==> src/hw/rtl/probabilistic_cellular_automaton_row_top_macros.svh <==
// assertion macros shared by the row automaton rtl
// expects clk_i and rst_ni in the scope of every use
`ifndef PROBABILISTIC_CELLULAR_AUTOMATON_ROW_TOP_MACROS_SVH
`define PROBABILISTIC_CELLULAR_AUTOMATON_ROW_TOP_MACROS_SVH

`ifndef ASSERT_OFF
// property must hold at every clock edge outside reset
`define PCA_ASSERT(lbl, prop) \
  lbl: assert property (@(posedge clk_i) disable iff (!rst_ni) prop) \
    else $error("pca assertion failed");
// condition must never be seen outside reset
`define PCA_ASSERT_NEVER(lbl, cond) \
  lbl: assert property (@(posedge clk_i) disable iff (!rst_ni) !(cond)) \
    else $error("pca forbidden condition seen");
`else
`define PCA_ASSERT(lbl, prop)
`define PCA_ASSERT_NEVER(lbl, cond)
`endif

`endif

==> src/hw/rtl/pca_pkg.sv <==
// shared types and constants of the probabilistic automaton row block
// no dependencies
`default_nettype none

package pca_pkg;

  // field widths
  localparam int unsigned ROW_WIDTH_W = 11;
  localparam int unsigned PROB_W      = 16;

  // default line store depth and register reset
  localparam int unsigned       MAX_WIDTH_DEF = 1024;
  localparam int unsigned       ROW_WIDTH_RST = 1024;

  // a probability of all ones always gives a white cell
  localparam logic [PROB_W-1:0] PROB_ALWAYS = 16'hFFFF;

  // item modes
  localparam logic MODE_LOAD  = 1'b0;
  localparam logic MODE_PIXEL = 1'b1;

  // neighbour pattern {up-left, up-right} selecting the probability
  typedef enum logic [1:0] {
    NBR_RED   = 2'b00,
    NBR_GREEN = 2'b01,
    NBR_BLUE  = 2'b10,
    NBR_ALPHA = 2'b11
  } pca_nbr_e;

  // control sequencer states
  typedef enum logic [1:0] {
    ST_RUN,
    ST_RD_LAST,
    ST_LD_LAST
  } pca_state_e;

  // control flags from the sequencer to the datapath
  typedef struct packed {
    logic run;       // input transfers allowed
    logic rd_last;   // read the last cell of the row
    logic ld_last;   // capture the last cell register
    logic is_first;  // current column is column 0
    logic is_end;    // current column is the last of the row
  } pca_ctl_t;

  // new cell from probability and random value
  function automatic logic pca_cell(input logic [PROB_W-1:0] prob,
                                    input logic [PROB_W-1:0] rnd);
    return (rnd < prob) || (prob == PROB_ALWAYS);
  endfunction

endpackage

`default_nettype wire

==> src/hw/rtl/probabilistic_cellular_automaton_row_top.sv <==
// Probabilistic automaton row generator. Input channel (in_valid_i/in_ready_o)
// takes one item per transfer: mode 0 loads start_cell at the current column
// and gives no result, mode 1 computes a new cell from the two cells above
// and the random value, and gives one result on the output channel
// (out_valid_o/out_ready_i): cell_res_o and row_end_o for the last column.
// The row width register is written on cfg_valid_i/cfg_ready_o; the user
// must write it only while the block is idle, the block does not enforce
// this. A write restarts the row at column 0. A pixel passes the stage 1
// and output registers. Throughput: one item per cycle while results are
// taken, set by the one write and two reads per item on the line store; a
// same-entry read and write in one cycle is forwarded. After a register
// write the input is not ready while the last row cell is read to a register.
// Reset: column 0, row width 1024, line store contents undefined until
// loaded. A stalled receiver holds the result in the output register and one
// more pixel waits in the compute stage; the input then stops until the
// result is taken.
// depends on pca_pkg, pca_ctrl, pca_line_mem and the assertion macro header
`default_nettype none

`include "probabilistic_cellular_automaton_row_top_macros.svh"

module probabilistic_cellular_automaton_row_top import pca_pkg::*; #(
  parameter int unsigned MAX_WIDTH = MAX_WIDTH_DEF
) (
  input  wire logic                   clk_i,
  input  wire logic                   rst_ni,
  // configuration write
  input  wire logic                   cfg_valid_i,
  output logic                        cfg_ready_o,
  input  wire logic [ROW_WIDTH_W-1:0] cfg_data_i,
  // input items
  input  wire logic                   in_valid_i,
  output logic                        in_ready_o,
  input  wire logic                   mode_i,
  input  wire logic                   start_cell_i,
  input  wire logic [PROB_W-1:0]      prob_red_i,
  input  wire logic [PROB_W-1:0]      prob_green_i,
  input  wire logic [PROB_W-1:0]      prob_blue_i,
  input  wire logic [PROB_W-1:0]      prob_alpha_i,
  input  wire logic [PROB_W-1:0]      random_value_i,
  // results
  output logic                        out_valid_o,
  input  wire logic                   out_ready_i,
  output logic                        cell_res_o,
  output logic                        row_end_o
);

  localparam int unsigned COL_W = (MAX_WIDTH > 1) ? $clog2(MAX_WIDTH) : 1;

  pca_ctl_t         ctl;
  logic [COL_W-1:0] col, nxt, last_col;
  logic             in_fire, rd_en;
  logic [COL_W-1:0] raddr_a;
  logic             rdata_a, rdata_b;

  // stage 1 registers
  logic              s1_vld_q, s1_vld_d;
  logic              s1_mode_q, s1_start_q, s1_first_q, s1_end_q;
  logic [COL_W-1:0]  s1_col_q, s1_nxt_q;
  logic [PROB_W-1:0] s1_red_q, s1_green_q, s1_blue_q, s1_alpha_q, s1_rnd_q;
  logic              s1_go;

  // write seen by the reads of the item now in stage 1
  logic              rec_vld_q;
  logic [COL_W-1:0]  rec_addr_q;
  logic              rec_data_q;

  logic              left_above_q, last_q;
  logic              old_cell, right_cell, left_cell, new_cell, wr_cell;
  pca_nbr_e          nbr;
  logic [PROB_W-1:0] prob;

  logic              out_vld_q, out_cell_q, out_end_q;

  pca_ctrl #(
    .MAX_WIDTH (MAX_WIDTH),
    .COL_W     (COL_W)
  ) u_ctrl (
    .clk_i      (clk_i),
    .rst_ni     (rst_ni),
    .cfg_valid_i(cfg_valid_i),
    .cfg_data_i (cfg_data_i),
    .in_fire_i  (in_fire),
    .col_o      (col),
    .nxt_o      (nxt),
    .last_col_o (last_col),
    .ctl_o      (ctl)
  );

  // handshakes
  assign cfg_ready_o = 1'b1;
  assign in_ready_o  = ctl.run && (!s1_vld_q || s1_go);
  assign in_fire     = in_valid_i && in_ready_o;
  assign s1_go       = s1_vld_q && ((s1_mode_q == MODE_LOAD) || !out_vld_q || out_ready_i);

  // line store reads: own column and right neighbour, or the last cell
  assign rd_en   = in_fire || ctl.rd_last;
  assign raddr_a = ctl.rd_last ? last_col : col;

  pca_line_mem #(
    .DEPTH(MAX_WIDTH),
    .AW   (COL_W)
  ) u_line_mem (
    .clk_i    (clk_i),
    .we_i     (s1_go),
    .waddr_i  (s1_col_q),
    .wdata_i  (wr_cell),
    .re_i     (rd_en),
    .raddr_a_i(raddr_a),
    .raddr_b_i(nxt),
    .rdata_a_o(rdata_a),
    .rdata_b_o(rdata_b)
  );

  // stage 1 valid
  always_comb begin
    s1_vld_d = s1_vld_q;
    if (in_fire) begin
      s1_vld_d = 1'b1;
    end else if (s1_go) begin
      s1_vld_d = 1'b0;
    end
  end

  always_ff @(posedge clk_i or negedge rst_ni) begin
    if (!rst_ni) begin
      s1_vld_q <= 1'b0;
    end else begin
      s1_vld_q <= s1_vld_d;
    end
  end

  // stage 1 payload
  always_ff @(posedge clk_i) begin
    if (in_fire) begin
      s1_mode_q  <= mode_i;
      s1_start_q <= start_cell_i;
      s1_red_q   <= prob_red_i;
      s1_green_q <= prob_green_i;
      s1_blue_q  <= prob_blue_i;
      s1_alpha_q <= prob_alpha_i;
      s1_rnd_q   <= random_value_i;
      s1_col_q   <= col;
      s1_nxt_q   <= nxt;
      s1_first_q <= ctl.is_first;
      s1_end_q   <= ctl.is_end;
    end
  end

  // forwarding record of the write that coincided with the read
  always_ff @(posedge clk_i or negedge rst_ni) begin
    if (!rst_ni) begin
      rec_vld_q <= 1'b0;
    end else if (rd_en) begin
      rec_vld_q <= s1_go;
    end
  end

  always_ff @(posedge clk_i) begin
    if (rd_en) begin
      rec_addr_q <= s1_col_q;
      rec_data_q <= wr_cell;
    end
  end

  // neighbours with forwarding
  assign old_cell   = (rec_vld_q && (rec_addr_q == s1_col_q)) ? rec_data_q : rdata_a;
  assign right_cell = (rec_vld_q && (rec_addr_q == s1_nxt_q)) ? rec_data_q : rdata_b;
  assign left_cell  = s1_first_q ? last_q : left_above_q;
  assign nbr        = pca_nbr_e'({left_cell, right_cell});

  // probability select and new cell
  always_comb begin
    case (nbr)
      NBR_RED:   prob = s1_red_q;
      NBR_GREEN: prob = s1_green_q;
      NBR_BLUE:  prob = s1_blue_q;
      NBR_ALPHA: prob = s1_alpha_q;
      default:   prob = s1_alpha_q;
    endcase
  end

  assign new_cell = pca_cell(prob, s1_rnd_q);
  assign wr_cell  = (s1_mode_q == MODE_PIXEL) ? new_cell : s1_start_q;

  // up-left cell for the next column
  always_ff @(posedge clk_i or negedge rst_ni) begin
    if (!rst_ni) begin
      left_above_q <= 1'b0;
    end else if (s1_go && (s1_mode_q == MODE_PIXEL)) begin
      left_above_q <= old_cell;
    end
  end

  // copy of the last cell of the row
  always_ff @(posedge clk_i) begin
    if (ctl.ld_last) begin
      last_q <= rdata_a;
    end else if (s1_go && (s1_col_q == last_col)) begin
      last_q <= wr_cell;
    end
  end

  // output register
  always_ff @(posedge clk_i or negedge rst_ni) begin
    if (!rst_ni) begin
      out_vld_q <= 1'b0;
    end else if (s1_go && (s1_mode_q == MODE_PIXEL)) begin
      out_vld_q <= 1'b1;
    end else if (out_ready_i) begin
      out_vld_q <= 1'b0;
    end
  end

  always_ff @(posedge clk_i) begin
    if (s1_go && (s1_mode_q == MODE_PIXEL)) begin
      out_cell_q <= new_cell;
      out_end_q  <= s1_end_q;
    end
  end

  assign out_valid_o = out_vld_q;
  assign cell_res_o  = out_cell_q;
  assign row_end_o   = out_end_q;

  `PCA_ASSERT(a_no_result_overwrite, s1_go && (s1_mode_q == MODE_PIXEL) |-> !out_vld_q || out_ready_i)
  `PCA_ASSERT(a_row_end_wraps, s1_vld_q && s1_end_q |-> s1_nxt_q == '0)
  `PCA_ASSERT_NEVER(a_refresh_while_busy, ctl.rd_last && s1_vld_q)

endmodule

`default_nettype wire

==> src/hw/rtl/pca_line_mem.sv <==
// one-bit line store: one write port, two registered read ports
// no dependencies
`default_nettype none

module pca_line_mem #(
  parameter int unsigned DEPTH = 1024,
  parameter int unsigned AW    = 10
) (
  input  wire logic          clk_i,
  input  wire logic          we_i,
  input  wire logic [AW-1:0] waddr_i,
  input  wire logic          wdata_i,
  input  wire logic          re_i,
  input  wire logic [AW-1:0] raddr_a_i,
  input  wire logic [AW-1:0] raddr_b_i,
  output logic               rdata_a_o,
  output logic               rdata_b_o
);

  logic mem [DEPTH];

  // write port
  always_ff @(posedge clk_i) begin
    if (we_i) begin
      mem[waddr_i] <= wdata_i;
    end
  end

  // read ports, old data on a same-address write
  always_ff @(posedge clk_i) begin
    if (re_i) begin
      rdata_a_o <= mem[raddr_a_i];
      rdata_b_o <= mem[raddr_b_i];
    end
  end

endmodule

`default_nettype wire

==> src/hw/rtl/pca_ctrl.sv <==
// column counter, row width register and last-cell refresh sequencer
// depends on pca_pkg and the assertion macro header
`default_nettype none

`include "probabilistic_cellular_automaton_row_top_macros.svh"

module pca_ctrl import pca_pkg::*; #(
  parameter int unsigned MAX_WIDTH = MAX_WIDTH_DEF,
  parameter int unsigned COL_W     = 10
) (
  input  wire logic                   clk_i,
  input  wire logic                   rst_ni,
  input  wire logic                   cfg_valid_i,
  input  wire logic [ROW_WIDTH_W-1:0] cfg_data_i,
  input  wire logic                   in_fire_i,
  output logic [COL_W-1:0]            col_o,
  output logic [COL_W-1:0]            nxt_o,
  output logic [COL_W-1:0]            last_col_o,
  output pca_ctl_t                    ctl_o
);

  localparam int unsigned EffRst  = (MAX_WIDTH < ROW_WIDTH_RST) ? MAX_WIDTH : ROW_WIDTH_RST;
  localparam logic [COL_W-1:0] LastColRst = COL_W'(EffRst - 1);

  pca_state_e       state_q, state_d;
  logic [COL_W-1:0] col_q, col_d;
  logic [COL_W-1:0] last_col_q, last_col_d;
  logic             is_end;

  // effective width minus one from the written row width
  always_comb begin
    if (cfg_data_i == '0) begin
      last_col_d = '0;
    end else if (32'(cfg_data_i) > MAX_WIDTH) begin
      last_col_d = COL_W'(MAX_WIDTH - 1);
    end else begin
      last_col_d = COL_W'(32'(cfg_data_i) - 32'd1);
    end
  end

  always_ff @(posedge clk_i or negedge rst_ni) begin
    if (!rst_ni) begin
      last_col_q <= LastColRst;
    end else if (cfg_valid_i) begin
      last_col_q <= last_col_d;
    end
  end

  // column counter with wrap at the row width
  assign is_end = (col_q == last_col_q);
  assign nxt_o  = is_end ? '0 : col_q + 1'b1;

  always_comb begin
    col_d = col_q;
    if (cfg_valid_i) begin
      col_d = '0;
    end else if (in_fire_i) begin
      col_d = nxt_o;
    end
  end

  always_ff @(posedge clk_i or negedge rst_ni) begin
    if (!rst_ni) begin
      col_q <= '0;
    end else begin
      col_q <= col_d;
    end
  end

  // next state: a register write refreshes the last-cell copy
  always_comb begin
    state_d = state_q;
    if (cfg_valid_i) begin
      state_d = ST_RD_LAST;
    end else begin
      case (state_q)
        ST_RUN:     state_d = ST_RUN;
        ST_RD_LAST: state_d = ST_LD_LAST;
        ST_LD_LAST: state_d = ST_RUN;
        default:    state_d = ST_RUN;
      endcase
    end
  end

  always_ff @(posedge clk_i or negedge rst_ni) begin
    if (!rst_ni) begin
      state_q <= ST_RUN;
    end else begin
      state_q <= state_d;
    end
  end

  // outputs
  always_comb begin
    ctl_o          = '0;
    ctl_o.is_first = (col_q == '0);
    ctl_o.is_end   = is_end;
    case (state_q)
      ST_RUN:     ctl_o.run     = 1'b1;
      ST_RD_LAST: ctl_o.rd_last = 1'b1;
      ST_LD_LAST: ctl_o.ld_last = 1'b1;
      default:    ctl_o.run     = 1'b0;
    endcase
  end

  assign col_o      = col_q;
  assign last_col_o = last_col_q;

  `PCA_ASSERT(a_col_in_row, col_q <= last_col_q)
  `PCA_ASSERT(a_cfg_restarts_row, cfg_valid_i |=> (col_q == '0) && (state_q == ST_RD_LAST))
  `PCA_ASSERT(a_refresh_order, (state_q == ST_RD_LAST) && !cfg_valid_i |=> state_q == ST_LD_LAST)

endmodule

`default_nettype wire

==> config.mk <==
export PLATFORM = sky130hd
export DESIGN_NAME = probabilistic_cellular_automaton_row_top
export DESIGN_NICKNAME = d
export VERILOG_FILES = /design/src/hw/rtl/pca_pkg.sv /design/src/hw/rtl/probabilistic_cellular_automaton_row_top.sv /design/src/hw/rtl/pca_line_mem.sv /design/src/hw/rtl/pca_ctrl.sv
export VERILOG_INCLUDE_DIRS = /design/src /design/src/hw/rtl
export SDC_FILE = /design/constraint.sdc
export NUM_CORES = 2
export LEC_CHECK = 0
export BUFFER_PORTS_ARGS = -buffer_cell sky130_fd_sc_hd__buf_2
export CAP_MARGIN = 20
export CORE_UTILIZATION = 30
export CTS_CLUSTER_SIZE = 8
export DETAILED_ROUTE_END_ITERATION = 6
export HOLD_SLACK_MARGIN = 0.15
export SKIP_CTS_REPAIR_TIMING = 1
export SYNTH_ARGS = -nofsm -noshare
export SYNTH_HDL_FRONTEND = slang
export SYNTH_HIERARCHICAL = 1
export SYNTH_SLANG_ARGS = --single-unit
==> constraint.sdc <==
create_clock -name clk_i -period 31.2 [get_ports clk_i]
set_input_delay 7.8 -clock clk_i [delete_from_list [all_inputs] [get_ports clk_i]]
set_output_delay 7.8 -clock clk_i [all_outputs]
set_load 0.03 [all_outputs]
==> flow_summary.rst <==
.. list-table::
   :header-rows: 1

   * - Metric
     - Value
   * - Status
     - finished clean
   * - Initial antenna violation count
     - 9
   * - Busiest metal layer after global routing
     - met2
   * - Type of the setup path with the least slack
     - in2out
   * - Period minus WS final
     - 16.27 ns
   * - Worst path required time
     - ~23 ns
   * - Portion of netlist area occupied by mux cells
     - 0.2125
   * - Global routing usage on met1
     - 0.2290
   * - Max IR drop VDD
     - around 0.041 mV
   * - # port buffers
     - just over 100
   * - Standard cell core area
     - 198,000 sq um
   * - I/O pin total
     - approximately 100
   * - Global placer's final weighted congestion
     - 0.8569
   * - Met3 track utilization from global routing
     - 0.03505
   * - Via count of the first global-routing pass
     - 40,370
   * - Setup repair after global routing missed its margin
     - no
   * - Layout fillers
     - approximately 19,000
   * - Endpoint kind of the worst setup timing path
     - primary output
   * - Most frequent standard cell in the layout excluding fill and tap cells
     - sky130_fd_sc_hd__edfxtp_1
   * - CTS clock-pin slew for the worst setup and hold paths
     - about 0.050 ns
   * - Power Internal
     - approximately 2.9 mW
   * - Syn. warnings
     - 6
   * - Highest achievable clock rate
     - approximately 61 MHz
   * - Leading cell types in the layout, fill and taps excluded
     - sky130_fd_sc_hd__edfxtp_1, sky130_fd_sc_hd__nor2_1, sky130_fd_sc_hd__mux4_2
   * - Max_cap viols
     - 0
   * - Xor/xnor cell area share of the yosys netlist
     - 0.007290
   * - Simple-gate share of the synthesized area
     - 0.1058
   * - CTS H-tree depth
     - 4
   * - Global-route met2 utilization
     - 0.3068
   * - Effective utilization at floorplan
     - 0.3033
   * - Power dissipated by switching net loads
     - between 0.9 and 1 mW
   * - Leakage power of the design
     - roughly 21 nW
   * - Routed wire length per instance
     - ~27 microns
   * - Fraction of layout instances using a drive strength above 1
     - 0.2173
   * - Total Nets Final
     - approximately 4,500
   * - Final-report setup violation count
     - 0
   * - Clk buf depth
     - 3
   * - DR DRC count
     - 0
   * - Overall routing resource usage
     - 0.1853
   * - Worst hold-check path type
     - reg2reg
   * - Vert. Die Dim
     - about 450 microns
   * - Global-route wire length before repair
     - around 280,000 microns
   * - Register bit total from synthesis
     - between 1,000 and 1,500
   * - Combinational group share of total power
     - 0.101
   * - Cts bufs inserted
     - approximately 170
   * - Dominant synthesized flop cell
     - sky130_fd_sc_hd__edfxtp_1
   * - DRT iter0 DRCs
     - approximately 5,200
   * - CP Data Arrival Time
     - approximately 8.5 ns
   * - Final Hold Vio Count
     - 0
   * - Number of distinct library cells after synthesis
     - 84
   * - First-pass iteration count of the detailed router
     - 6
   * - Power share of the sequential group
     - 0.470
   * - Worst-Skew Late Latency
     - 0.82 ns
   * - Largest family of logic cells by synthesized area
     - multiplexers
   * - Synthesized netlist cell count
     - approximately 4,400
   * - Arithmetic-cell share of the synthesized area counting full adders, half adders and majority gates
     - 0.003749
   * - Total vias in the final route
     - 40,570
   * - Post-synth EDFFs
     - around 1,100
   * - # clock sinks
     - approximately 1,200
   * - Drt via density
     - just under 6
   * - Total nets after synthesis
     - 4,478
   * - Share of total power in the clock network
     - 0.429
   * - Switching Share
     - 0.2398
   * - Residual antenna-violating net count after detailed routing
     - 0
   * - Maximum number of pins on one net before global-route repair
     - 260
   * - Mapped cell area
     - 60,070 sq um
   * - Grt total ovfl
     - 0
   * - Aggregate negative setup slack
     - 0 ns
   * - Pwr Density
     - about 56 nW/um^2
   * - Worst Path Max Fanout
     - 3
   * - Final worst clock skew
     - 0.04179 ns
   * - Synth Area in Compound Gates
     - 0.05147
   * - Syn Area/Cell
     - 13.77 sq um
   * - Core utilization of the finished layout
     - 0.3440
   * - HPWL after DPL
     - between 100,000 and 150,000 microns
   * - Cell chosen for the clock root
     - sky130_fd_sc_hd__clkbuf_16
   * - Async set-or-reset flop fraction in the synthesized netlist
     - 0.02222
   * - Die width
     - ~450 microns
   * - Final number of max-transition violations
     - 0
   * - Worst-margin pin slew
     - around 1.3 ns
   * - Number of cell rows
     - ~160
   * - Clock tree from TritonCTS
     - done
   * - Share of the cycle needed by the critical path after routing
     - 0.5214
   * - Layout-stage area growth over the synthesis result
     - 13.39%
   * - Total Die Area
     - 202,000 sq um
   * - Sequential-to-total area share from yosys stat
     - 0.5829
   * - Critical path startpoint category
     - input port
   * - Sum of routed wire length over all layers
     - 191,900 microns
   * - Slew headroom
     - 0.1151
per-layer routing:
layer | part of all wire | vias up
li1 | - | 16710
met1 | 0.37 | 21020
met2 | 0.48 | 2285
met3 | 0.099 | 555
met4 | 0.055 | 4
met5 | 0.00014 | -
final timing paths:
path / depth (start not counted) / to / slack [ns] / from
max in group asynchronous: 1 / u_ctrl/col_o[1] / 23.74 / rst_ni
setup reg to reg: 17 / u_line_mem/mem[768] / 23.07 / rec_addr_q[0]
setup / recovery: 4 / in_ready_o / 14.93 / out_ready_i
hold / removal: 0 / row_end_o / 0.43 / s1_end_q
hold reg to reg: 0 / row_end_o / 0.43 / s1_end_q
min in group asynchronous: 1 / s1_vld_q / 7.03 / rst_ni
cell usage after synthesis, types with 9 or more instances:
library cell                number  area [sq um]
sky130_fd_sc_hd__edfxtp_1     1144         34350
sky130_fd_sc_hd__nor2_1       1080          4054
sky130_fd_sc_hd__mux4_2        427          9617
sky130_fd_sc_hd__mux2i_1       247          2472
sky130_fd_sc_hd__clkbuf_1      209         784.5
sky130_fd_sc_hd__nand2_1       183         686.9
sky130_fd_sc_hd__a21oi_1        93         465.5
sky130_fd_sc_hd__o221ai_1       85         744.5
sky130_fd_sc_hd__buf_1          76         285.3
sky130_fd_sc_hd__nor3_1         60         300.3
sky130_fd_sc_hd__buf_2          54         270.3
sky130_fd_sc_hd__o22ai_1        50         312.8
sky130_fd_sc_hd__nand3_1        44         220.2
sky130_fd_sc_hd__o21ai_0        42         210.2
sky130_fd_sc_hd__buf_4          40         300.3
sky130_fd_sc_hd__xnor2_1        38         332.8
sky130_fd_sc_hd__a22oi_1        37         277.8
sky130_fd_sc_hd__buf_6          36         405.4
sky130_fd_sc_hd__mux2_2         30         337.8
sky130_fd_sc_hd__nor2b_1        26         162.7
sky130_fd_sc_hd__nand4_1        22         137.6
sky130_fd_sc_hd__inv_1          21         78.83
sky130_fd_sc_hd__nor4_1         21         131.4
sky130_fd_sc_hd__ha_1           18         225.2
sky130_fd_sc_hd__dfrtp_1        16         400.4
sky130_fd_sc_hd__a31oi_1        14         87.58
sky130_fd_sc_hd__a211oi_1       13         97.59
sky130_fd_sc_hd__a21o_1         13         97.59
sky130_fd_sc_hd__nor3b_1        13         97.59
sky130_fd_sc_hd__xor2_1         12         105.1
sky130_fd_sc_hd__and3_1         11         68.82
sky130_fd_sc_hd__nand2b_1       11         68.82
sky130_fd_sc_hd__dfstp_2        10         262.8
sky130_fd_sc_hd__mux4_1         10         262.8
sky130_fd_sc_hd__a2111oi_0       9         78.83
sky130_fd_sc_hd__and2_1          9         56.30
sky130_fd_sc_hd__o311ai_0        9         78.83
sky130_fd_sc_hd__or3_1           9         56.30
through the flow:
stage | total power [mW] | std cells | hold WS (ns) | cell area (sq um) | setup WS [ns]
after floorplan | 2.113 | 4362 | 0.4003 | 60070 | 10.65
after global placement | 2.184 | 6788 | 0.4046 | 62840 | 14.86
after detailed placement | 2.188 | 6791 | 0.4054 | 62880 | 14.93
after CTS | 3.811 | 6998 | 0.4332 | 67390 | 14.92
after global routing | 3.892 | 7030 | 0.4361 | 68110 | 14.88
final | 3.787 | 7032 | 0.4269 | 68110 | 14.93
power groups by stage:
stage | clock (mW) | combinational, mW | sequential, mW
after floorplan | 0 | 0.272 | 1.84
after global placement | 0 | 0.376 | 1.81
after detailed placement | 0 | 0.379 | 1.81
after CTS | 1.65 | 0.380 | 1.78
after global routing | 1.71 | 0.405 | 1.78
final | 1.62 | 0.383 | 1.78
state kept, by name (all words and copies together) (netlist names), 16 cells and up:
name	cells
s1_rnd_q	16
s1_blue_q	16
s1_alpha_q	16
s1_green_q	16
u_line_mem/mem	1024
s1_red_q	16
area by class of cell:
cell class              count  area (sq um)  area share
diodes                      7         17.52   0.0002572
repair buffers            233          2067     0.03035
flip-flops and latches   1170         35020      0.5141
clock buffers             191          4258     0.06251
clock inverters            16         256.5    0.003766
well taps                2640          3303     0.04850
multi-input cells        2750         23100      0.3391
inverters                  25         96.34    0.001414
kinds of logic after synthesis:
kind of cell,after synthesis
mux,717
xor+xnor,50
other cells,1
fa+ha+maj,18
simple gates,1527
buf+inv,442
compound gates,437
flops,1170
worst max-delay path, stage by stage:
cell,delay [ns]
sky130_fd_sc_hd__buf_2,0.11
sky130_fd_sc_hd__nand4b_1,0.19
sky130_fd_sc_hd__and2_1,0.19
sky130_fd_sc_hd__buf_2,0.17
No activity file was read; power rests on OpenSTA's default activity.
